## config.mk

```make
export PLATFORM = sky130hd
export DESIGN_NAME = bavg_pos
export DESIGN_NICKNAME = d
export VERILOG_FILES = /design/src/hdl/bavg_pkg.sv /design/src/hdl/bavg_pos.sv
export SDC_FILE = /design/constraint.sdc
export NUM_CORES = 1
export LEC_CHECK = 0
export BUFFER_PORTS_ARGS = -buffer_cell sky130_fd_sc_hd__buf_2
export CORE_MARGIN = 4
export CORE_UTILIZATION = 40
export CTS_BUF_LIST = sky130_fd_sc_hd__clkbuf_4 sky130_fd_sc_hd__clkbuf_8 sky130_fd_sc_hd__clkbuf_16
export CTS_CLUSTER_DIAMETER = 200
export DETAILED_ROUTE_END_ITERATION = 10
export MAX_ROUTING_LAYER = met4
export PLACE_DENSITY = 0.6
export SETUP_SLACK_MARGIN = 0.1
export SYNTH_ARGS = -nofsm -noshare
export SYNTH_HDL_FRONTEND = slang
export SYNTH_SLANG_ARGS = --single-unit
```

## constraint.sdc

```tcl
create_clock -name clk -period 2.8 [get_ports clk]
set_input_delay 0.42 -clock clk [delete_from_list [all_inputs] [get_ports clk]]
set_output_delay 0.42 -clock clk [all_outputs]
set_load 0.1 [all_outputs]
```

## src/hdl/bavg_pkg.sv

```systemverilog
// shared constants and types for the block average downscaler
package bavg_pkg;

  // sizing
  localparam int unsigned MAX_WIDTH    = 2048;
  localparam int unsigned MAX_BLOCK    = 4;
  localparam int unsigned HEIGHT_LIMIT = 2048;

  // fixed field widths
  localparam int unsigned NCH       = 3;
  localparam int unsigned PIX_W     = 8;
  localparam int unsigned CFG_W     = 12;
  localparam int unsigned BS_W      = 3;
  localparam int unsigned CFG_IDX_W = 2;
  localparam int unsigned ROW_W     = 11;
  localparam int unsigned OUT_POS_W = 11;

  // register indexes
  localparam logic [CFG_IDX_W-1:0] REG_BLOCK_SIZE   = 2'd0;
  localparam logic [CFG_IDX_W-1:0] REG_IMAGE_WIDTH  = 2'd1;
  localparam logic [CFG_IDX_W-1:0] REG_IMAGE_HEIGHT = 2'd2;

  // derived widths
  localparam int unsigned COL_W   = $clog2(MAX_WIDTH);
  localparam int unsigned BLK_W   = (MAX_BLOCK > 1) ? $clog2(MAX_BLOCK) : 1;
  localparam int unsigned BSE_W   = $clog2(MAX_BLOCK + 1) + 1;
  localparam int unsigned CNT_MAX = MAX_BLOCK * MAX_BLOCK;
  localparam int unsigned CNT_W   = (CNT_MAX > 1) ? $clog2(CNT_MAX + 1) : 1;
  localparam int unsigned CNT_N   = 1 << CNT_W;
  localparam int unsigned SUM_W   = PIX_W + $clog2(CNT_MAX);
  localparam int unsigned RECIP_K = SUM_W + $clog2(CNT_MAX);
  localparam int unsigned RECIP_W = RECIP_K + 1;
  localparam int unsigned PROD_W  = SUM_W + RECIP_W;
  localparam int unsigned CMP_W   = ((COL_W > CFG_W) ? COL_W : CFG_W) + 1;

  typedef logic [NCH-1:0][SUM_W-1:0] sum3_t;
  typedef logic [NCH-1:0][PIX_W-1:0] pix3_t;

  // per-pixel bookkeeping from the position tracker
  typedef struct packed {
    logic [COL_W-1:0] col;
    logic [ROW_W-1:0] row;
    logic             first;
    logic             emit;
    logic             last;
    logic [CNT_W-1:0] count;
  } pix_info_t;

endpackage

```

## src/hdl/bavg_pos.sv

```systemverilog
// configuration registers and raster position tracking
module bavg_pos
  import bavg_pkg::*;
(
  input  logic                 clk,
  input  logic                 rst_n,
  input  logic                 cfg_we,
  input  logic [CFG_IDX_W-1:0] cfg_index,
  input  logic [CFG_W-1:0]     cfg_wdata,
  input  logic                 step,
  output pix_info_t            info
);

  logic [BS_W-1:0]  block_size_r;
  logic [CFG_W-1:0] image_width_r;
  logic [CFG_W-1:0] image_height_r;
  logic [COL_W-1:0] pixel_x_r;
  logic [ROW_W-1:0] pixel_y_r;
  logic [BLK_W-1:0] col_in_blk_r;
  logic [BLK_W-1:0] row_in_blk_r;
  logic [COL_W-1:0] blk_col_r;
  logic [ROW_W-1:0] blk_row_r;

  logic [BSE_W-1:0] bs_eff;
  logic [CMP_W-1:0] w_eff;
  logic [CMP_W-1:0] h_eff;
  logic             last_x;
  logic             last_y;
  logic             cib_end;
  logic             rib_end;
  logic [BLK_W:0]   cib_p1;
  logic [BLK_W:0]   rib_p1;

  // clamp the registers to their usable ranges
  always_comb begin
    if (block_size_r == '0) begin
      bs_eff = BSE_W'(1);
    end else if (BSE_W'(block_size_r) > BSE_W'(MAX_BLOCK)) begin
      bs_eff = BSE_W'(MAX_BLOCK);
    end else begin
      bs_eff = BSE_W'(block_size_r);
    end
    if (image_width_r == '0) begin
      w_eff = CMP_W'(1);
    end else if (CMP_W'(image_width_r) > CMP_W'(MAX_WIDTH)) begin
      w_eff = CMP_W'(MAX_WIDTH);
    end else begin
      w_eff = CMP_W'(image_width_r);
    end
    if (image_height_r == '0) begin
      h_eff = CMP_W'(1);
    end else if (CMP_W'(image_height_r) > CMP_W'(HEIGHT_LIMIT)) begin
      h_eff = CMP_W'(HEIGHT_LIMIT);
    end else begin
      h_eff = CMP_W'(image_height_r);
    end
  end

  // edge and block boundary flags for the current pixel
  always_comb begin
    cib_p1  = {1'b0, col_in_blk_r} + 1'b1;
    rib_p1  = {1'b0, row_in_blk_r} + 1'b1;
    last_x  = (CMP_W'(pixel_x_r) + CMP_W'(1)) >= w_eff;
    last_y  = (CMP_W'(pixel_y_r) + CMP_W'(1)) >= h_eff;
    cib_end = BSE_W'(cib_p1) >= bs_eff;
    rib_end = BSE_W'(rib_p1) >= bs_eff;
    info.col   = blk_col_r;
    info.row   = blk_row_r;
    info.first = (col_in_blk_r == '0) && (row_in_blk_r == '0);
    info.emit  = (last_x || cib_end) && (last_y || rib_end);
    info.last  = last_x && last_y;
    info.count = CNT_W'(CNT_W'(cib_p1) * CNT_W'(rib_p1));
  end

  // register writes restart the frame, accepted pixels advance the raster
  always_ff @(posedge clk) begin
    if (!rst_n) begin
      block_size_r   <= BS_W'(1);
      image_width_r  <= CFG_W'(2048);
      image_height_r <= CFG_W'(2048);
      pixel_x_r      <= '0;
      pixel_y_r      <= '0;
      col_in_blk_r   <= '0;
      row_in_blk_r   <= '0;
      blk_col_r      <= '0;
      blk_row_r      <= '0;
    end else if (cfg_we && (cfg_index == REG_BLOCK_SIZE || cfg_index == REG_IMAGE_WIDTH ||
                            cfg_index == REG_IMAGE_HEIGHT)) begin
      unique case (cfg_index)
        REG_BLOCK_SIZE:   block_size_r   <= cfg_wdata[BS_W-1:0];
        REG_IMAGE_WIDTH:  image_width_r  <= cfg_wdata;
        REG_IMAGE_HEIGHT: image_height_r <= cfg_wdata;
        default: ;
      endcase
      pixel_x_r    <= '0;
      pixel_y_r    <= '0;
      col_in_blk_r <= '0;
      row_in_blk_r <= '0;
      blk_col_r    <= '0;
      blk_row_r    <= '0;
    end else if (step) begin
      if (last_x) begin
        pixel_x_r    <= '0;
        col_in_blk_r <= '0;
        blk_col_r    <= '0;
        if (last_y) begin
          pixel_y_r    <= '0;
          row_in_blk_r <= '0;
          blk_row_r    <= '0;
        end else begin
          pixel_y_r <= pixel_y_r + 1'b1;
          if (rib_end) begin
            row_in_blk_r <= '0;
            blk_row_r    <= blk_row_r + 1'b1;
          end else begin
            row_in_blk_r <= rib_p1[BLK_W-1:0];
          end
        end
      end else begin
        pixel_x_r <= pixel_x_r + 1'b1;
        if (cib_end) begin
          col_in_blk_r <= '0;
          blk_col_r    <= blk_col_r + 1'b1;
        end else begin
          col_in_blk_r <= cib_p1[BLK_W-1:0];
        end
      end
    end
  end

  // position stays inside the block and the column inside the image
  a_cib_in_block: assert property (@(posedge clk) disable iff (!rst_n)
    BSE_W'(col_in_blk_r) < bs_eff)
    else $error("column offset outside block");
  a_rib_in_block: assert property (@(posedge clk) disable iff (!rst_n)
    BSE_W'(row_in_blk_r) < bs_eff)
    else $error("row offset outside block");
  a_x_in_image: assert property (@(posedge clk) disable iff (!rst_n)
    CMP_W'(pixel_x_r) < w_eff)
    else $error("pixel column outside image");

endmodule

```

==> metrics, run 1 <==
final hold viol count 0; final wirelength 13600 um; dominant synthesized flop cell dfxtp_1; pwr dens 385 nW/um2; initial drt markers 330; fin cells 857; drt drc 0; Cell Area, Synth 4660 um2; fmax 315 MHz; Reg-to-Reg End pixel_y_r[2]; nets 770; initial antenna violation count 0; Synth Net Count 655; CP max stage cell dfxtp_4; critical-path cell list ha_4 > and3_4 > and3_4 > nand3_4 > xnor2_2 > ha_1 > nand4_1 > nor2_1 > a21oi_2 > a22oi_2 > nor2_2 > nor2_4 > buf_12; ANT nets after route 0; die area 13400 um2; grt ovf 0; die width 116 um; Yosys reg bits 75; Data required, critical path 2.38 ns; Mean Syn Cell Area 7.85 um2; cell mode on critical path and3_4; Net Sw Frac 0.280; Core ar. 11400 um2; min cycle time layout 3.17 ns; worst-path maximum fanout 4; cts hold-fix bufs 0; drt wl/cell 15.9 um; Final Max Slew Viols 0; instance count on the critical path 13; Post-synth ARST share 0; CTS H-Tree Depth 3; Int Power 1.88 mW; Reg power frac 0.421; CP startpoint pixel_y_r[0]; Reg2Reg Depth 16; # setup viols final 46; Max stage delay on crit path 0.37 ns; PnR worst setup slack -0.371 ns; initial core utilization 0.408; CTS Buffer Depth 2; Slew @ Worst Pin 0.830 ns; fraction of layout cells with a size suffix above 1 0.364; HPWL after detailed placement 9040 um; clock latency on the worst-skew pair 0.35 ns; status complete, but fails checks; Total Routing Usage GR 0.208; Final GP Congestion 0.817; largest net degree at the start of global routing 29; via/cell ratio 5.53; Setup crit end kind primary output; Peak supply drop 309 uV; number of global-route vias before repair 4481; DRT Pass-1 Iters 5; crit start category flip-flop; Via Count 4738; Final Core Density 0.593; IO Pins 48; RSZ-0062 raised after global routing yes; commonest non-fill, non-tap cell in the layout nand2_1; Hold Path Class in2reg; Seq/Total Area, Yosys 0.322; flop2flop setup slack -0.26 ns; failing checks negative setup slack; std cell rows 39; leakage power 2.83 nW; Reg area 1530 um2; # fillers 993; Clock transition at path regs 0.06 ns; Area Growth Syn to Fin 45.2%; crit path capture info[6]; Synth Warn # 0; worst path bufs/invs 1; TritonCTS Buffers 9; Slew headroom 0.445; Worst Setup Path Type reg2out; Worst Path Arrival 2.75 ns; CTS tree yes; period utilisation layout 1.13; Comb pwr share 0.154; max_cap viols 0; IO buf count 47; ANT cells 0; NetSw 730 uW; Worst R2R Start pixel_x_r[4]; most frequent cells in the layout nand2_1 (132), buf_4 (61), dfxtp_1 (60); first-pass GRT wire length 21500 um; Clock power frac 0.426; Netlist cell types 56; Fin Clk Skew 0.00552 ns; placed cells 814; delay-heaviest family, CP simple AND/OR/NAND/NOR gates; Multi-input gate area 3590 um2; die height 116 um; Post-synth EDFFs 0; root buffer cell clkbuf_16; synthesized instance count 594; CTS sink count 75
-- worst register-to-register path: stages (launching register included) --
cell      delay [ns]
dfxtp_2         0.33
and3_4          0.19
and2_4          0.15
nand4_1         0.14
xnor2_2         0.19
ha_1            0.32
and4_4          0.26
nand2b_4        0.06
a31oi_4         0.27
buf_6           0.15
buf_6           0.09
o31a_1          0.14
buf_6           0.15
buf_12          0.12
buf_16          0.13
o22ai_1         0.08
a22o_1          0.18
-- layout make-up --
class,count,area share
clock inverter,6,0.00573
timing repair buffer,130,0.165
clock buffer,10,0.0353
inverter,18,0.0109
multi-input combinational,475,0.530
sequential,75,0.226
tap,143,0.0264
-- metal layers --
metal  part of all wire  track usage  up-vias  wire length [um]
li1                   -            -     2352                 -
met1               0.46        0.280     2256              6300
met2               0.47        0.312      117              6430
met3              0.050       0.0287       13               681
met4              0.016       0.0920        0               214
met5                  0            -        -                 0
-- sequential cells by signal, indices dropped and copies added, names as in the netlist --
name            flops
col_in_blk_r        2
image_height_r     12
block_size_r        3
row_in_blk_r        2
pixel_y_r          11
blk_col_r          11
image_width_r      12
blk_row_r          11
pixel_x_r          11
-- metrics by stage --
step	cell area, um2	TNS (ns)	setup slack [ns]	power, mW	hold WS, ns
detailed placement	5680	-0.524	-0.100	1.42	0.457
finish	6770	-8.04	-0.371	2.61	0.335
global placement	5680	-0.463	-0.0914	1.42	0.453
floorplan	4880	-0.653	-0.222	1.31	0.443
CTS	6380	-6.45	-0.380	2.59	0.326
global route	6770	-13.04	-0.479	2.71	0.334
-- worst min path at each step --
stage / startpoint / to / slack (ns) / depth (start not counted)
global route: cfg_wdata[8] / image_width_r[8] / 0.33 / 3
global placement: image_width_r[0] / image_width_r[0] / 0.45 / 2
finish: cfg_wdata[6] / image_width_r[6] / 0.34 / 3
detailed placement: image_width_r[0] / image_width_r[0] / 0.46 / 2
floorplan: image_width_r[0] / image_width_r[0] / 0.44 / 2
CTS: cfg_wdata[5] / image_height_r[5] / 0.33 / 3
-- cells in the mapped netlist, drive strengths merged (5+ instances only) --
| cell type | count | area (um2) |
|---|---|---|
| a21boi | 23 | 173 |
| a21o | 8 | 60.1 |
| a21oi | 26 | 134 |
| a22o | 7 | 61.3 |
| a31oi | 6 | 43.8 |
| and2 | 8 | 50.1 |
| and3 | 7 | 48.8 |
| buf | 10 | 52.6 |
| clkbuf | 16 | 60.1 |
| dfxtp | 75 | 1500 |
| ha | 41 | 513 |
| inv | 18 | 67.6 |
| nand2 | 135 | 507 |
| nand3 | 34 | 170 |
| nand4 | 13 | 81.3 |
| nor2 | 36 | 135 |
| nor2b | 15 | 93.8 |
| nor3 | 5 | 30.0 |
| nor4 | 12 | 75.1 |
| o21ai | 13 | 65.1 |
| o22ai | 14 | 87.6 |
| or3 | 6 | 37.5 |
| xnor2 | 17 | 149 |
-- logic make-up (layout without fill, tap and decap cells) --
kind of cell | count (synthesis) | after routing | share of synthesized area
adder cells (fa/ha/maj) | 43 | 43 | 0.119
flip-flops | 75 | 75 | 0.322
AND/OR/NAND/NOR | 287 | 287 | 0.291
buffers and inverters | 44 | 164 | 0.0386
XOR/XNOR | 20 | 20 | 0.0376
multiplexers | 6 | 6 | 0.0137
AO/OA/AOI/OAI | 119 | 119 | 0.178
-- power by group through the flow --
stage | combinational (mW) | sequential [mW] | clock, mW
finish | 0.401 | 1.10 | 1.11
global route | 0.429 | 1.10 | 1.18
CTS | 0.362 | 1.10 | 1.13
detailed placement | 0.304 | 1.12 | 0
global placement | 0.298 | 1.12 | 0
floorplan | 0.182 | 1.13 | 0
-- repair_timing --
action / in CTS / in global routing
setup buffers: 14 / 13
cloned: 5 / 1
gates resized for setup: 39 / 72
setup endpoints to repair: 51 / 52
pin swaps: 34 / 45
(Power assumes the default switching activity.)
==> run 2: changes to the inputs <==
Settings changed: CORE_UTILIZATION 40 to 54, PLACE_DENSITY 0.6 to 0.77.
==> metrics, run 2 (same netlist as run 1, synthesis figures left out) <==
status complete, but fails checks; failing checks negative setup slack; Area Growth Syn to Fin 47.8%; placed cells 772 (-5.2%); Worst Path Arrival 3.04 ns (+0.29 ns); Multi-input gate area 3670 um2 (+2.2%); pwr dens 372 nW/um2 (-3.4%); RSZ-0062 raised after global routing yes; clock latency on the worst-skew pair 0.36 ns (about the same); via/cell ratio 6.75 (+22%); Worst Setup Path Type reg2out; Data required, critical path 2.38 ns (about the same); HPWL after detailed placement 8890 um (-1.6%); Hold Path Class in2reg; root buffer cell clkbuf_8; fraction of layout cells with a size suffix above 1 0.388 (+0.0241); max_cap viols 0 (unchanged); nets 785 (+1.9%); Final Max Slew Viols 0 (unchanged); Via Count 5631 (+19%); most frequent cells in the layout nand2_1 (132), buf_4 (69), dfxtp_1 (62); Fin Clk Skew 0.0198 ns (+0.0143 ns); worst-path maximum fanout 5 (+1); min cycle time layout 3.46 ns (+0.285 ns); fin cells 834 (-2.7%); initial antenna violation count 0 (unchanged); Slew headroom 0.299 (-0.147); grt ovf 0 (unchanged); leakage power 2.91 nW (+2.7%); initial drt markers 615 (+86%); Final Core Density 0.830 (+0.237); CTS Buffer Depth 2 (unchanged); crit start category flip-flop; IO Pins 48 (unchanged); cts hold-fix bufs 0 (unchanged); Core ar. 8300 um2 (-27%); die area 10200 um2 (-24%); first-pass GRT wire length 23500 um (+9.5%); drt drc 0 (unchanged); # setup viols final 52 (+13%); fmax 289 MHz (-8.3%); die height 101 um (-13%); top flop regs image_height_r: 12 flops, image_width_r: 12 flops; IO buf count 47 (unchanged); Total Routing Usage GR 0.298 (+0.0896); commonest non-fill, non-tap cell in the layout nand2_1; drt wl/cell 22.6 um (+42%); ANT nets after route 0 (unchanged); placed cell area 5610 um2 (-1.1%); die width 101 um (-13%); Clock transition at path regs 0.09 ns (+0.03 ns); CTS H-Tree Depth 3 (unchanged); # fillers 428 (-57%); TritonCTS Buffers 9 (unchanged); largest net degree at the start of global routing 26 (-10%); Final GP Congestion 0.899 (+10%); std cell rows 33 (-15%); CTS sink count 75 (unchanged); final setup TNS -21.74 ns (-13.70 ns); CTS tree yes; Slew @ Worst Pin 1.05 ns (+0.218 ns); Peak supply drop 255 uV (-17%); final wirelength 18800 um (+38%); number of global-route vias before repair 4949 (+10%); final instance area 6890 um2 (+1.8%); period utilisation layout 1.23 (+0.102); Reg area 1530 um2 (+0.16%); ANT cells 0 (unchanged); Setup crit end kind primary output; final hold viol count 0 (unchanged); initial core utilization 0.562 (+0.153); PnR worst setup slack -0.656 ns (-0.285 ns); DRT Pass-1 Iters 5 (unchanged)
==> run 2: timing repair <==
item	4_1_cts	5_1_grt
endpoints found under the setup margin	51	52
gates cloned	3	3
pin swaps	34	64
resized for setup	44	83
setup buffers	24	21
==> run 2: worst paths after layout <==
| path | from | to | slack [ns] | cells after the start |
|---|---|---|---|---|
| worst max-delay path | pixel_x_r[7] | info[6] | -0.66 | 11 |
| worst min-delay path | cfg_wdata[3] | image_width_r[3] | 0.33 | 3 |
| worst max register to register | pixel_x_r[7] | pixel_y_r[3] | -0.50 | 13 |
| worst min register to register | image_height_r[0] | image_height_r[0] | 0.47 | 2 |
==> run 2: metal layers <==
layer | vias up | GRT usage | wire, um
li1 | 2376 | - | -
met1 | 2597 | 0.361 | 6860
met2 | 510 | 0.490 | 8580
met3 | 148 | 0.0519 | 2140
met4 | 0 | 0.124 | 1250
met5 | - | - | 0
==> run 2: power breakdown <==
part           internal (mW)  switching, mW  total, mW
clock                  0.589          0.444       1.03
sequential              1.08         0.0176       1.10
combinational          0.177          0.256      0.433
total                   1.85          0.718       2.56
==> run 2: metrics by stage <==
| stage | total power [mW] | worst slack, ns | hold WS [ns] |
|---|---|---|---|
| 2_1_floorplan | 1.31 | -0.222 | 0.443 |
| 4_1_cts | 2.44 | -0.461 | 0.325 |
| 5_1_grt | 2.61 | -0.715 | 0.342 |
| 6_report | 2.56 | -0.656 | 0.325 |
| 3_3_place_gp | 1.41 | -0.0315 | 0.456 |
| 3_5_place_dp | 1.42 | -0.120 | 0.459 |
==> run 2: area by class of cell <==
class,count,area share
Timing Repair Buffer,145,0.180
Clock inverter,4,0.0102
Sequential cell,75,0.222
Inverter,18,0.0107
Multi-Input combinational cell,475,0.533
Clock buffer,12,0.0247
Tap cell,105,0.0191
==> run 2: worst max-delay path, stage by stage (launching register included) <==
cell and delay [ns]:
dfxtp_2 0.43, and4_1 0.28, nand3_1 0.16, xnor2_1 0.20, ha_1 0.35, nand3_1 0.15
nand2b_1 0.24, a31oi_4 0.31, nor4_2 0.09, buf_4 0.16, nor2_4 0.12, buf_12 0.18
