[src/hdl/bavg_pkg.sv]
// shared constants and types for the block average downscaler
package bavg_pkg;

  // sizing
  localparam int unsigned MAX_WIDTH    = 2048;
  localparam int unsigned MAX_BLOCK    = 4;
  localparam int unsigned HEIGHT_LIMIT = 2048;

  // fixed field widths
  localparam int unsigned NCH       = 3;
  localparam int unsigned PIX_W     = 8;
  localparam int unsigned CFG_W     = 12;
  localparam int unsigned BS_W      = 3;
  localparam int unsigned CFG_IDX_W = 2;
  localparam int unsigned ROW_W     = 11;
  localparam int unsigned OUT_POS_W = 11;

  // register indexes
  localparam logic [CFG_IDX_W-1:0] REG_BLOCK_SIZE   = 2'd0;
  localparam logic [CFG_IDX_W-1:0] REG_IMAGE_WIDTH  = 2'd1;
  localparam logic [CFG_IDX_W-1:0] REG_IMAGE_HEIGHT = 2'd2;

  // derived widths
  localparam int unsigned COL_W   = $clog2(MAX_WIDTH);
  localparam int unsigned BLK_W   = (MAX_BLOCK > 1) ? $clog2(MAX_BLOCK) : 1;
  localparam int unsigned BSE_W   = $clog2(MAX_BLOCK + 1) + 1;
  localparam int unsigned CNT_MAX = MAX_BLOCK * MAX_BLOCK;
  localparam int unsigned CNT_W   = (CNT_MAX > 1) ? $clog2(CNT_MAX + 1) : 1;
  localparam int unsigned CNT_N   = 1 << CNT_W;
  localparam int unsigned SUM_W   = PIX_W + $clog2(CNT_MAX);
  localparam int unsigned RECIP_K = SUM_W + $clog2(CNT_MAX);
  localparam int unsigned RECIP_W = RECIP_K + 1;
  localparam int unsigned PROD_W  = SUM_W + RECIP_W;
  localparam int unsigned CMP_W   = ((COL_W > CFG_W) ? COL_W : CFG_W) + 1;

  typedef logic [NCH-1:0][SUM_W-1:0] sum3_t;
  typedef logic [NCH-1:0][PIX_W-1:0] pix3_t;

  // per-pixel bookkeeping from the position tracker
  typedef struct packed {
    logic [COL_W-1:0] col;
    logic [ROW_W-1:0] row;
    logic             first;
    logic             emit;
    logic             last;
    logic [CNT_W-1:0] count;
  } pix_info_t;

endpackage

[src/hdl/bavg_div.sv]
// reciprocal lookup and multiply stage, then the output register
module bavg_div
  import bavg_pkg::*;
(
  input  logic                 clk,
  input  logic                 rst_n,
  input  logic                 en,
  input  logic                 in_v,
  input  sum3_t                sums,
  input  pix_info_t            info,
  output logic                 out_v,
  output pix3_t                avg,
  output logic [OUT_POS_W-1:0] col,
  output logic [OUT_POS_W-1:0] row,
  output logic                 last
);

  logic [RECIP_W-1:0] recip_tab [CNT_N];

  logic                 s2_v_r;
  sum3_t                s2_sum_r;
  logic [RECIP_W-1:0]   s2_recip_r;
  logic [OUT_POS_W-1:0] s2_col_r;
  logic [OUT_POS_W-1:0] s2_row_r;
  logic                 s2_last_r;

  logic                 out_v_r;
  pix3_t                avg_r;
  logic [OUT_POS_W-1:0] col_r;
  logic [OUT_POS_W-1:0] row_r;
  logic                 last_r;

  logic [NCH-1:0][PROD_W-1:0] prod;

  // ceil(2^k / d) for every pixel count d
  assign recip_tab[0] = '0;
  for (genvar Dv = 1; Dv < CNT_N; Dv++) begin : g_recip
    localparam int unsigned RV = ((1 << RECIP_K) + Dv - 1) / Dv;
    assign recip_tab[Dv] = RECIP_W'(RV);
  end

  // sum times reciprocal gives the truncated mean
  always_comb begin
    for (int k = 0; k < NCH; k++) begin
      prod[k] = PROD_W'(s2_sum_r[k]) * PROD_W'(s2_recip_r);
    end
  end

  // stage valid bits
  always_ff @(posedge clk) begin
    if (!rst_n) begin
      s2_v_r  <= 1'b0;
      out_v_r <= 1'b0;
    end else if (en) begin
      s2_v_r  <= in_v;
      out_v_r <= s2_v_r;
    end
  end

  // stage payloads
  always_ff @(posedge clk) begin
    if (en && in_v) begin
      s2_sum_r   <= sums;
      s2_recip_r <= recip_tab[info.count];
      s2_col_r   <= OUT_POS_W'(info.col);
      s2_row_r   <= OUT_POS_W'(info.row);
      s2_last_r  <= info.last;
    end
    if (en && s2_v_r) begin
      for (int k = 0; k < NCH; k++) begin
        avg_r[k] <= prod[k][RECIP_K +: PIX_W];
      end
      col_r  <= s2_col_r;
      row_r  <= s2_row_r;
      last_r <= s2_last_r;
    end
  end

  assign out_v = out_v_r;
  assign avg   = avg_r;
  assign col   = col_r;
  assign row   = row_r;
  assign last  = last_r;

endmodule

[config.mk]
export PLATFORM = sky130hd
export DESIGN_NAME = bavg_div
export DESIGN_NICKNAME = d
export VERILOG_FILES = /design/src/hdl/bavg_pkg.sv /design/src/hdl/bavg_div.sv
export SDC_FILE = /design/constraint.sdc
export NUM_CORES = 1
export LEC_CHECK = 0
export ABC_AREA = 1
export ABC_CLOCK_PERIOD_IN_PS = 10100
export BUFFER_PORTS_ARGS = -buffer_cell sky130_fd_sc_hd__buf_2
export CAP_MARGIN = 25
export CORE_MARGIN = 2
export CORE_UTILIZATION = 40
export CTS_CLUSTER_DIAMETER = 30
export CTS_CLUSTER_SIZE = 8
export DETAILED_ROUTE_END_ITERATION = 10
export PLACE_DENSITY = 0.56
export SYNTH_ARGS = -nofsm -noshare
export SYNTH_HDL_FRONTEND = slang
export SYNTH_SLANG_ARGS = --single-unit
export TNS_END_PERCENT = 100
[constraint.sdc]
create_clock -name clk -period 10.1 [get_ports clk]
set_clock_uncertainty 0.15 [all_clocks]
set_input_delay 0.505 -clock clk [delete_from_list [all_inputs] [get_ports clk]]
set_output_delay 0.505 -clock clk [all_outputs]
set_load 0.01 [all_outputs]
==> results.toml, run 1 <==
[yosys]
synth_xor_area_frac = 0.008188
syn_avg_cell_area_um2 = 7.969
synthFlopType = "edfxtp_1"
yosysSeqAreaShare = 0.1662
synth_cell_type_count = 40
synth_top_area_frac = 0.3770
postSynthCellCount = 2819
ys_async_sr_fraction = 0
synth.ff_latch_count = 125
synth_top_area_cell = "fa_1"
synth_top_family_by_area = "adder cells"
muxShareOfSynthArea = 0
synth_fp_nets = 3444
synthAdderAreaFrac = 0.4505
synthSimpleGateAreaFrac = 0.1809
netlist_top_cells_count = "nand2_1, inv_1, fa_1"
synth_compound_area_frac = 0.03219
synth_edf_count = 123
synth_area_leaders = "fa_1, edfxtp_1, nand2_1"
synth_area_um2 = 22460
yosys_warnings = 0
yosysMostFrequentCell = "nand2_1"

[global_routing]
grt_pass1_wl_um = 92510
grt_usage = 0.2045
grt-ovfl-total = 0
grt_max_degree = 60
grt_pass1_vias = 18347
met3_usage = 0.03191
busiest_layer = "met2"
grt_use_met1 = 0.2625
global_route.usage.met2 = 0.3514
antenna_found_initial = 3

[worst_setup_path]
cp-end-kind = "flip-flop"
crit_required_ns = 10.17
cp_common_cell = "fa_1"
worstPathCellList = "buf_4 -> nand2_1 -> fa_1 -> fa_1 -> inv_1 -> fa_1 -> fa_1 -> inv_1 -> fa_1 -> inv_1 -> ha_1 -> a21oi_1 -> nand2_1 -> a211oi_1 -> nand3_1 -> nand2_1 -> nand2_1"
critPathSlowestCell = "edfxtp_1"
crit_type = "flip-flop to flip-flop"
rr_startpoint = "s2_recip_r[11]$_DFFE_PP_"
critPathMaxStageDelay_ns = 0.71
cp_max_fo = 24
start_kind = "flip-flop"
crit_arrival_ns = 5.73
crit_start = "s2_recip_r[11]$_DFFE_PP_"

[clock_network]
postCtsHoldBufs = 6
cts_setup_buffers = 0
numCtsBuffers = 17
cts_tree = "built"
cts_resized = 0
cts.clk_slew.worst_paths_ns = 0.07
cts.sinks = 125
htreeDepth = 4
clock_latency_ns = 0.49
cts_root_buf = "clkbuf_16"
clk_path_buf_depth = 2

[routing]
finalWirelength_um = 55340
wl_per_cell_um = 15.34
ant_nets = 0
vias = 17152
drc_errors = 0
via_per_inst = 4.754
drt_iter0_markers = 812
dr.pass1.iters = 5

[timing]
hold_slack_ns = 0.03474
finalHoldViolations = 0
setup_tns_ns = 0
setup_viol = 0
worst_pin_slew_ns = 0.9052
final.period_utilization = 0.5598
slew_headroom = 0.3965
drv_slew = 0
rsz0062_at_grt = "false"
max_freq_mhz = 176.9
finalCriticalPeriod_ns = 5.654

[floorplan]
core_area_um2 = 55310
ioPinCount = 118
die_width_um = 241.0
dieArea_um2 = 58070
die_y_um = 241.0
rows = 86
start_util = 0.4062

[final_layout]
drive_gt1_frac = 0.06541
finalNetCount = 3471
utilization = 0.4390
area_growth_pct = 8.093

[run_status]
outcome = "finished, final reports clean"

[min_path]
hold_start = "sums[19]"
min_path_type = "input port to flip-flop"

[placement]
port_buffers = 115
dp.final_hpwl_um = 40530
place.gp.congestion = 0.8631

[job]
cap_violations = 0
cell type report:
type,instances,area (um2)
repair buffers,141,805.8
clock inverters,15,191.4
flip-flops and latches,125,3734
fillers,5586,31030
clock buffers,17,425.4
multi-input cells,1736,15090
diodes,1,2.502
inverters,825,3098
well taps,748,935.9
critical path, delay by kind of cell (launching register included):
| family | cells | cell delay [ns] |
|---|---|---|
| AO/OA/AOI/OAI | 2 | 0.58 |
| adder cells (fa/ha/maj) | 6 | 2.80 |
| buffers and inverters | 4 | 0.60 |
| flip-flops | 1 | 0.71 |
| AND/OR/NAND/NOR | 5 | 0.52 |
path summary, 6_finish.rpt:
check,to,slack (ns),cells past startpoint
hold reg to reg,col[2]$_DFFE_PP_,0.27,0
setup reg to reg,avg[21]$_DFFE_PP_,4.45,17
setup / recovery,avg[21]$_DFFE_PP_,4.45,17
hold / removal,s2_sum_r[19]$_DFFE_PP_,0.03,1
state kept, by name, indices dropped and copies added, names as in the netlist, 11 cells and up:
| register | count |
|---|---|
| s2_row_r | 11 |
| col | 11 |
| row | 11 |
| avg | 24 |
| s2_col_r | 11 |
| s2_sum_r | 36 |
| s2_recip_r | 17 |
layer usage:
metal / share of wire / vias to the layer above
li1: - / 8093
met1: 0.43 / 8620
met2: 0.50 / 355
met3: 0.043 / 80
met4: 0.024 / 4
met5: 0.00040 / -
cell families after synthesis:
kind of cell / count (synthesis)
AND/OR/NAND/NOR: 1028
flip-flops: 125
buffers and inverters: 958
XOR/XNOR: 21
AO/OA/AOI/OAI: 132
adder cells (fa/ha/maj): 555
cells in the final DEF, fill, tap and decap left out, drive strengths merged, types with 17 or more instances in the layout:
master / count
edfxtp: 123
fa: 423
clkbuf: 17
a21oi: 68
buf: 135
nand2: 850
nand3: 49
inv: 832
nor2: 90
o21ai: 39
ha: 132
per-stage QoR:
stage,area (um2),std cells,setup slack [ns]
final,24280,3608,4.446
after global routing,24280,3608,4.118
after CTS,24280,3607,4.414
after detailed placement,23600,3569,4.444
after global placement,23580,3568,4.465
after floorplan,22460,2819,5.120
Power of run 1 is left out: the tool's default activity adds up to more than one toggle a clock period on the data nets, which glitch-free logic cannot reach.
==> inputs of run 2 (changes only) <==
ABC_AREA = 0   (was 1)
ABC_CLOCK_PERIOD_IN_PS = 5850   (was 10100)
clock period = 5.85 ns   (was 10.1 ns; I/O delays follow)
==> run 2 against run 1 <==
  * Maximum frequency rose by 0.85%
  * Via count fell by 12%
  * Synthesized cell count fell by 21%
  * Non-clock buffer count rose by 136
  * Final cell count fell by 14%
  * Sequential cell count did not move
  * Global-route usage fell by 0.62 points
  * Register-to-register slack got worse by 4.2 ns
  * Worst setup slack got worse by 4.2 ns
  * Highest routed layer is now met4
==> results.toml, run 2 <==
[clock_network]
numCtsBuffers = 17
clk_path_buf_depth = 2
cts_root_buf = "clkbuf_16"
cts.clk_slew.worst_paths_ns = 0.07
cts.sinks = 125
cts_tree = "built"
clock_latency_ns = 0.48
htreeDepth = 4

[job]
cap_violations = 0

[final_layout]
area_growth_pct = 15.09
largest_register_ffs = 36
final_cell_mix = "inv_1, nand2_1, fa_1, and2_1, ha_1"
final_area_um2 = 24040
finalNetCount = 3022
mostFrequentLayoutCell = "inv_1"
antenna_cells = 0
largest-register = "s2_sum_r"
drive_gt1_frac = 0.1054

[yosys]
syn_avg_cell_area_um2 = 9.376
synth_cell_type_count = 52
postSynthCellCount = 2228
ys_async_sr_fraction = 0
synth_top_area_frac = 0.4054
netlist_top_cells_count = "inv_1, nand2_1, fa_1"
synth_fp_nets = 2853
synthFlopType = "edfxtp_1"
synth_edf_count = 123
yosys_warnings = 0
synth_area_um2 = 20890
synth_top_area_cell = "fa_1"
synth.ff_latch_count = 125
yosysMostFrequentCell = "inv_1"
synth_area_leaders = "fa_1, edfxtp_1, inv_1"
yosysSeqAreaShare = 0.1787

[placement]
port_buffers = 115
place.gp.congestion = 0.8355
dp.final_hpwl_um = 37250
place_area_um2 = 22600

[routing]
drt_iter0_markers = 786
ant_nets = 0
vias = 15019
drc_errors = 0
wl_per_cell_um = 15.73
finalWirelength_um = 48620
dr.pass1.iters = 5
via_per_inst = 4.861

[timing]
setup_viol = 0
max_freq_mhz = 178.4
final.period_utilization = 0.9583
finalHoldViolations = 0
worst_pin_slew_ns = 0.8537
setup_tns_ns = 0
finalCriticalPeriod_ns = 5.606
hold_slack_ns = 0.1939
drv_slew = 0
slew_headroom = 0.4309

[global_routing]
grt_usage = 0.1983
grt_use_met1 = 0.2586
antenna_found_initial = 0
grt-ovfl-total = 0
met3_usage = 0.03922
global_route.usage.met2 = 0.3344
grt_pass1_vias = 16634
grt_max_degree = 55
busiest_layer = "met2"
grt_pass1_wl_um = 83460

[worst_setup_path]
cp-end-kind = "flip-flop"
start_kind = "flip-flop"
critPathMaxStageDelay_ns = 0.54
crit_type = "flip-flop to flip-flop"
critPathSlowestCell = "fa_1"
cp_common_cell = "fa_1"
crit_arrival_ns = 5.75
crit_required_ns = 6.00
cp_max_fo = 6
worstPathCellList = "and2_1 -> fa_1 -> inv_1 -> fa_1 -> inv_1 -> fa_1 -> fa_1 -> inv_1 -> fa_1 -> inv_1 -> ha_1 -> nand4_1 -> o221ai_1 -> a21oi_2 -> nor4b_4 -> o41ai_4 -> and3_1 -> nor4_1"

[floorplan]
die_y_um = 232.5
start_util = 0.4055
ioPinCount = 118
die_width_um = 232.5
core_area_um2 = 51510
dieArea_um2 = 54070
rows = 83

[min_path]
min_path_type = "input port to flip-flop"

[power_and_ir_drop]
p_leak_uw = 0.01181
p_per_area_nw_per_um2 = 597.9
p_total_uw = 14370
peakVddDrop_mv = 0.6902

[run_status]
outcome = "finished, final reports clean"
run 2: cell types whose count changed after synthesis, moves of 12 or more:
cell and delta:
clkbuf_1 +12, a21oi_1 -21, inv_1 -277, nand3_1 -39
nor2_1 -61, and2_1 +175, nand2_1 -407, xnor2_1 +36
run 2: cells by family (layout without fill, tap and decap cells):
kind of cell / Yosys count / count (layout) / synth area share
and+or+nand+nor: 680 / 680 / 0.1499
buffers and inverters: 675 / 857 / 0.1215
adders and majority gates: 555 / 555 / 0.4845
AOI/OAI and AO/OA: 136 / 136 / 0.04121
DFF: 125 / 125 / 0.1787
xor gates and xnor gates: 53 / 53 / 0.02222
muxes: 4 / 4 / 0.001977
run 2: cell type report:
type / instances / area [um2]
clock inverters: 14 / 132.6
flip-flops and latches: 125 / 3734
inverters: 548 / 2057
well taps: 680 / 850.8
fillers: 4979 / 27470
multi-input cells: 1428 / 14640
repair buffers: 277 / 2197
clock buffers: 18 / 429.2
run 2: report_power, final:
part	internal (uW)	switching [uW]
clock	591	470
combinational	5150	6510
sequential	1580	79.0
total	7320	7060
run 2: layer usage:
metal / wire length [um] / vias up
met5: 0 / -
li1: - / 6888
met4: 1073 / 0
met1: 21420 / 7717
met2: 23800 / 351
met3: 2322 / 63
run 2: worst max-delay path, delay by kind of cell, from the launching register on:
kind / cells / cell delay (ns)
AO/OA/AOI/OAI: 3 / 0.49
adder cells (fa/ha/maj): 6 / 2.77
buffers and inverters: 4 / 0.22
flip-flops: 1 / 0.52
AND/OR/NAND/NOR: 5 / 1.26
run 2: path summary, 6_finish.rpt:
check | startpoint | to | slack [ns] | cells past startpoint
setup / recovery | s2_sum_r[19]$_DFFE_PP_ | avg[15]$_DFFE_PP_ | 0.24 | 18
hold / removal | info[1] | s2_recip_r[16]$_SDFFCE_PN0P_ | 0.19 | 2
setup reg to reg | s2_sum_r[19]$_DFFE_PP_ | avg[15]$_DFFE_PP_ | 0.24 | 18
hold reg to reg | s2_row_r[10]$_DFFE_PP_ | row[10]$_DFFE_PP_ | 0.26 | 0
run 2: timing repair:
item	CTS	global route
hold buffers	62	0
gates resized for setup	0	4
hold endpoints to repair	61	0
buffers inserted	0	20
setup endpoints to repair	0	10
run 2: stage by stage:
step	cells	util	setup WS, ns
2_1_floorplan	2228	-	0.4417
3_3_place_gp	2976	0.4388	0.08608
3_5_place_dp	2976	0.4388	0.08135
4_1_cts	3070	0.4617	0.05135
5_1_grt	3090	0.4667	-0.0003419
6_report	3090	0.4667	0.2438
Power figures use the tool's default switching activity.
==> inputs of run 3 (changes only) <==
CAP_MARGIN = 20   (was 25)
CELL_PAD_IN_SITES_DETAIL_PLACEMENT = 0   (was not set)
CELL_PAD_IN_SITES_GLOBAL_PLACEMENT = 2   (was not set)
PLACE_DENSITY = 0.81   (was 0.56)
==> run 3 against run 2 <==
  * Final cell count is the same
  * Critical path depth grew 1
  * Power grew 3.3%
  * Register-to-register slack lost 0.05 ns
  * Combinational power is essentially flat
  * Largest power group unchanged
  * Non-clock buffer count is the same
  * Die area is the same
  * Worst setup slack lost 0.051 ns
  * Routed wire length grew 1.8%
  * Sequential share of layout area shrank 0.083 points
==> results.toml, run 3 (synthesis results as in run 2) <==
[timing]
max_freq_mhz = 176.8
drv_slew = 0
hold_slack_ns = 0.1898
final.period_utilization = 0.9671
slew_headroom = 0.4689
setup_ws_ns = 0.1924
worst_pin_slew_ns = 0.7966
finalHoldViolations = 0
setup_tns_ns = 0
rsz0062_at_grt = "true"
finalCriticalPeriod_ns = 5.658
setup_viol = 0

[worst_setup_path]
cp_num_buf_inv = 6
critPathMaxStageDelay_ns = 0.55
crit_cells = 19
worstPathCellList = "buf_12 -> nand2_1 -> fa_1 -> inv_1 -> fa_1 -> fa_1 -> fa_1 -> inv_1 -> fa_1 -> inv_1 -> ha_1 -> nand4_1 -> nor2_1 -> o21ai_1 -> nand2b_1 -> o41ai_4 -> buf_4 -> buf_4 -> xnor2_1"
cp_max_fo = 11
crit_required_ns = 5.94
cp_common_cell = "fa_1"
start_kind = "flip-flop"
crit_type = "flip-flop to flip-flop"
critical_path.top_delay_family = "adder cells"
crit_arrival_ns = 5.75
critPathSlowestCell = "edfxtp_1"
reg2regPathDepth = 19
cp-end-kind = "flip-flop"

[clock_network]
cts.sinks = 125
cts_tree = "built"
htreeDepth = 4
cts_root_buf = "clkbuf_16"
cts.clk_slew.worst_paths_ns = 0.07
numCtsBuffers = 17
clock_latency_ns = 0.48
clk_path_buf_depth = 2

[run_status]
outcome = "finished, final reports clean"

[final_layout]
finalNetCount = 3022
drive_gt1_frac = 0.1108
largest_register_ffs = 36
antenna_cells = 0
largest-register = "s2_sum_r"
utilization = 0.4692
mostFrequentLayoutCell = "inv_1"
area_growth_pct = 15.71
final_cell_mix = "inv_1, nand2_1, fa_1, and2_1, ha_1"
fillCellCount = 4942

[floorplan]
die_width_um = 232.5
dieArea_um2 = 54070
die_y_um = 232.5
ioPinCount = 118
rows = 83
start_util = 0.4055
core_area_um2 = 51510

[routing]
finalWirelength_um = 49470
dr.pass1.iters = 6
drc_errors = 0
vias = 14968
via_per_inst = 4.844
drt_iter0_markers = 839
wl_per_cell_um = 16.01
ant_nets = 0

[global_routing]
grt-ovfl-total = 0
grt_usage = 0.1985
antenna_found_initial = 0
grt_pass1_wl_um = 83190
grt_pass1_vias = 16359
grt_max_degree = 50

[job]
cap_violations = 0

[power_and_ir_drop]
power_frac_comb = 0.809
p_leak_uw = 0.01185
clockPowerShare = 0.079
p_per_area_nw_per_um2 = 614.1
p_int_uw = 7519
swShare = 0.4935
switchingPower_uw = 7326
peakVddDrop_mv = 0.7014
pwr-share-seq = 0.112

[placement]
place.gp.congestion = 0.7903
port_buffers = 115
dp.final_hpwl_um = 37730
place_worst_setup_slack_ns = -0.02497

[min_path]
hold_depth = 3
min_path_type = "input port to flip-flop"
[run 3: cell types whose count changed in the layout (fill, tap and decap cells not counted), moves of 2 or more]
cell | before | now
nor4_1 | 3 | 1
buf_6 | 0 | 3
inv_8 | 1 | 5
and2_4 | 1 | 3
buf_4 | 80 | 77
inv_6 | 7 | 5
ha_1 | 132 | 130
and2_1 | 173 | 171
clkinv_1 | 2 | 0
[run 3: per-stage QoR]
| step | cells | total power, uW | cell area [um2] |
|---|---|---|---|
| global placement | 2976 | 13180 | 22600 |
| floorplan | 2228 | 10280 | 20890 |
| finish | 3090 | 14840 | 24170 |
| global route | 3090 | 16840 | 24170 |
| detailed placement | 2976 | 13370 | 22600 |
| CTS | 3072 | 14710 | 23860 |
[run 3: what timing repair did]
| action | in CTS | in global routing |
|---|---|---|
| setup buffers | 2 | 18 |
| endpoints found under the setup margin | 4 | 13 |
| cloned | 0 | 1 |
| resized for setup | 1 | 18 |
| hold buffers | 62 | 0 |
| pin swaps | 0 | 8 |
| endpoints found under the hold margin | 61 | 0 |
[run 3: area by class of cell]
class	instances	area, um2	share of cell area
Sequential cell	125	3734	0.1545
Multi-Input combinational cell	1428	14700	0.6081
Clock inverter	15	192.7	0.007972
Timing Repair Buffer	277	2213	0.09157
Tap cell	680	850.8	0.03520
Clock buffer	17	425.4	0.01760
Inverter	548	2057	0.08510
[run 3: worst paths after layout]
check | endpoint | slack, ns | from
worst min-delay path | s2_recip_r[16]$_SDFFCE_PN0P_ | 0.19 | info[0]
worst min register to register | col[1]$_DFFE_PP_ | 0.27 | s2_col_r[1]$_DFFE_PP_
worst max-delay path | avg[13]$_DFFE_PP_ | 0.19 | s2_sum_r[18]$_DFFE_PP_
worst max register to register | avg[13]$_DFFE_PP_ | 0.19 | s2_sum_r[18]$_DFFE_PP_
[run 3: layer usage]
layer,GRT usage,vias to the layer above,share of wire
met5,0,-,0
met4,0.05693,0,0.019
met3,0.02733,50,0.040
met2,0.3344,280,0.49
met1,0.2676,7758,0.45
li1,-,6880,-
[run 3: tightest hold or removal path, stage by stage]
cell	delay [ns]
buf_2	0.19
nand2_1	0.12
nor4_1	0.05
[run 3: power groups by stage]
stage / clock, uW / sequential (uW) / combinational (uW)
after global routing: 1250 / 1680 / 13900
after floorplan: 0 / 1680 / 8600
after detailed placement: 0 / 1700 / 11700
after CTS: 1220 / 1680 / 11800
final: 1180 / 1660 / 12000
after global placement: 0 / 1690 / 11500
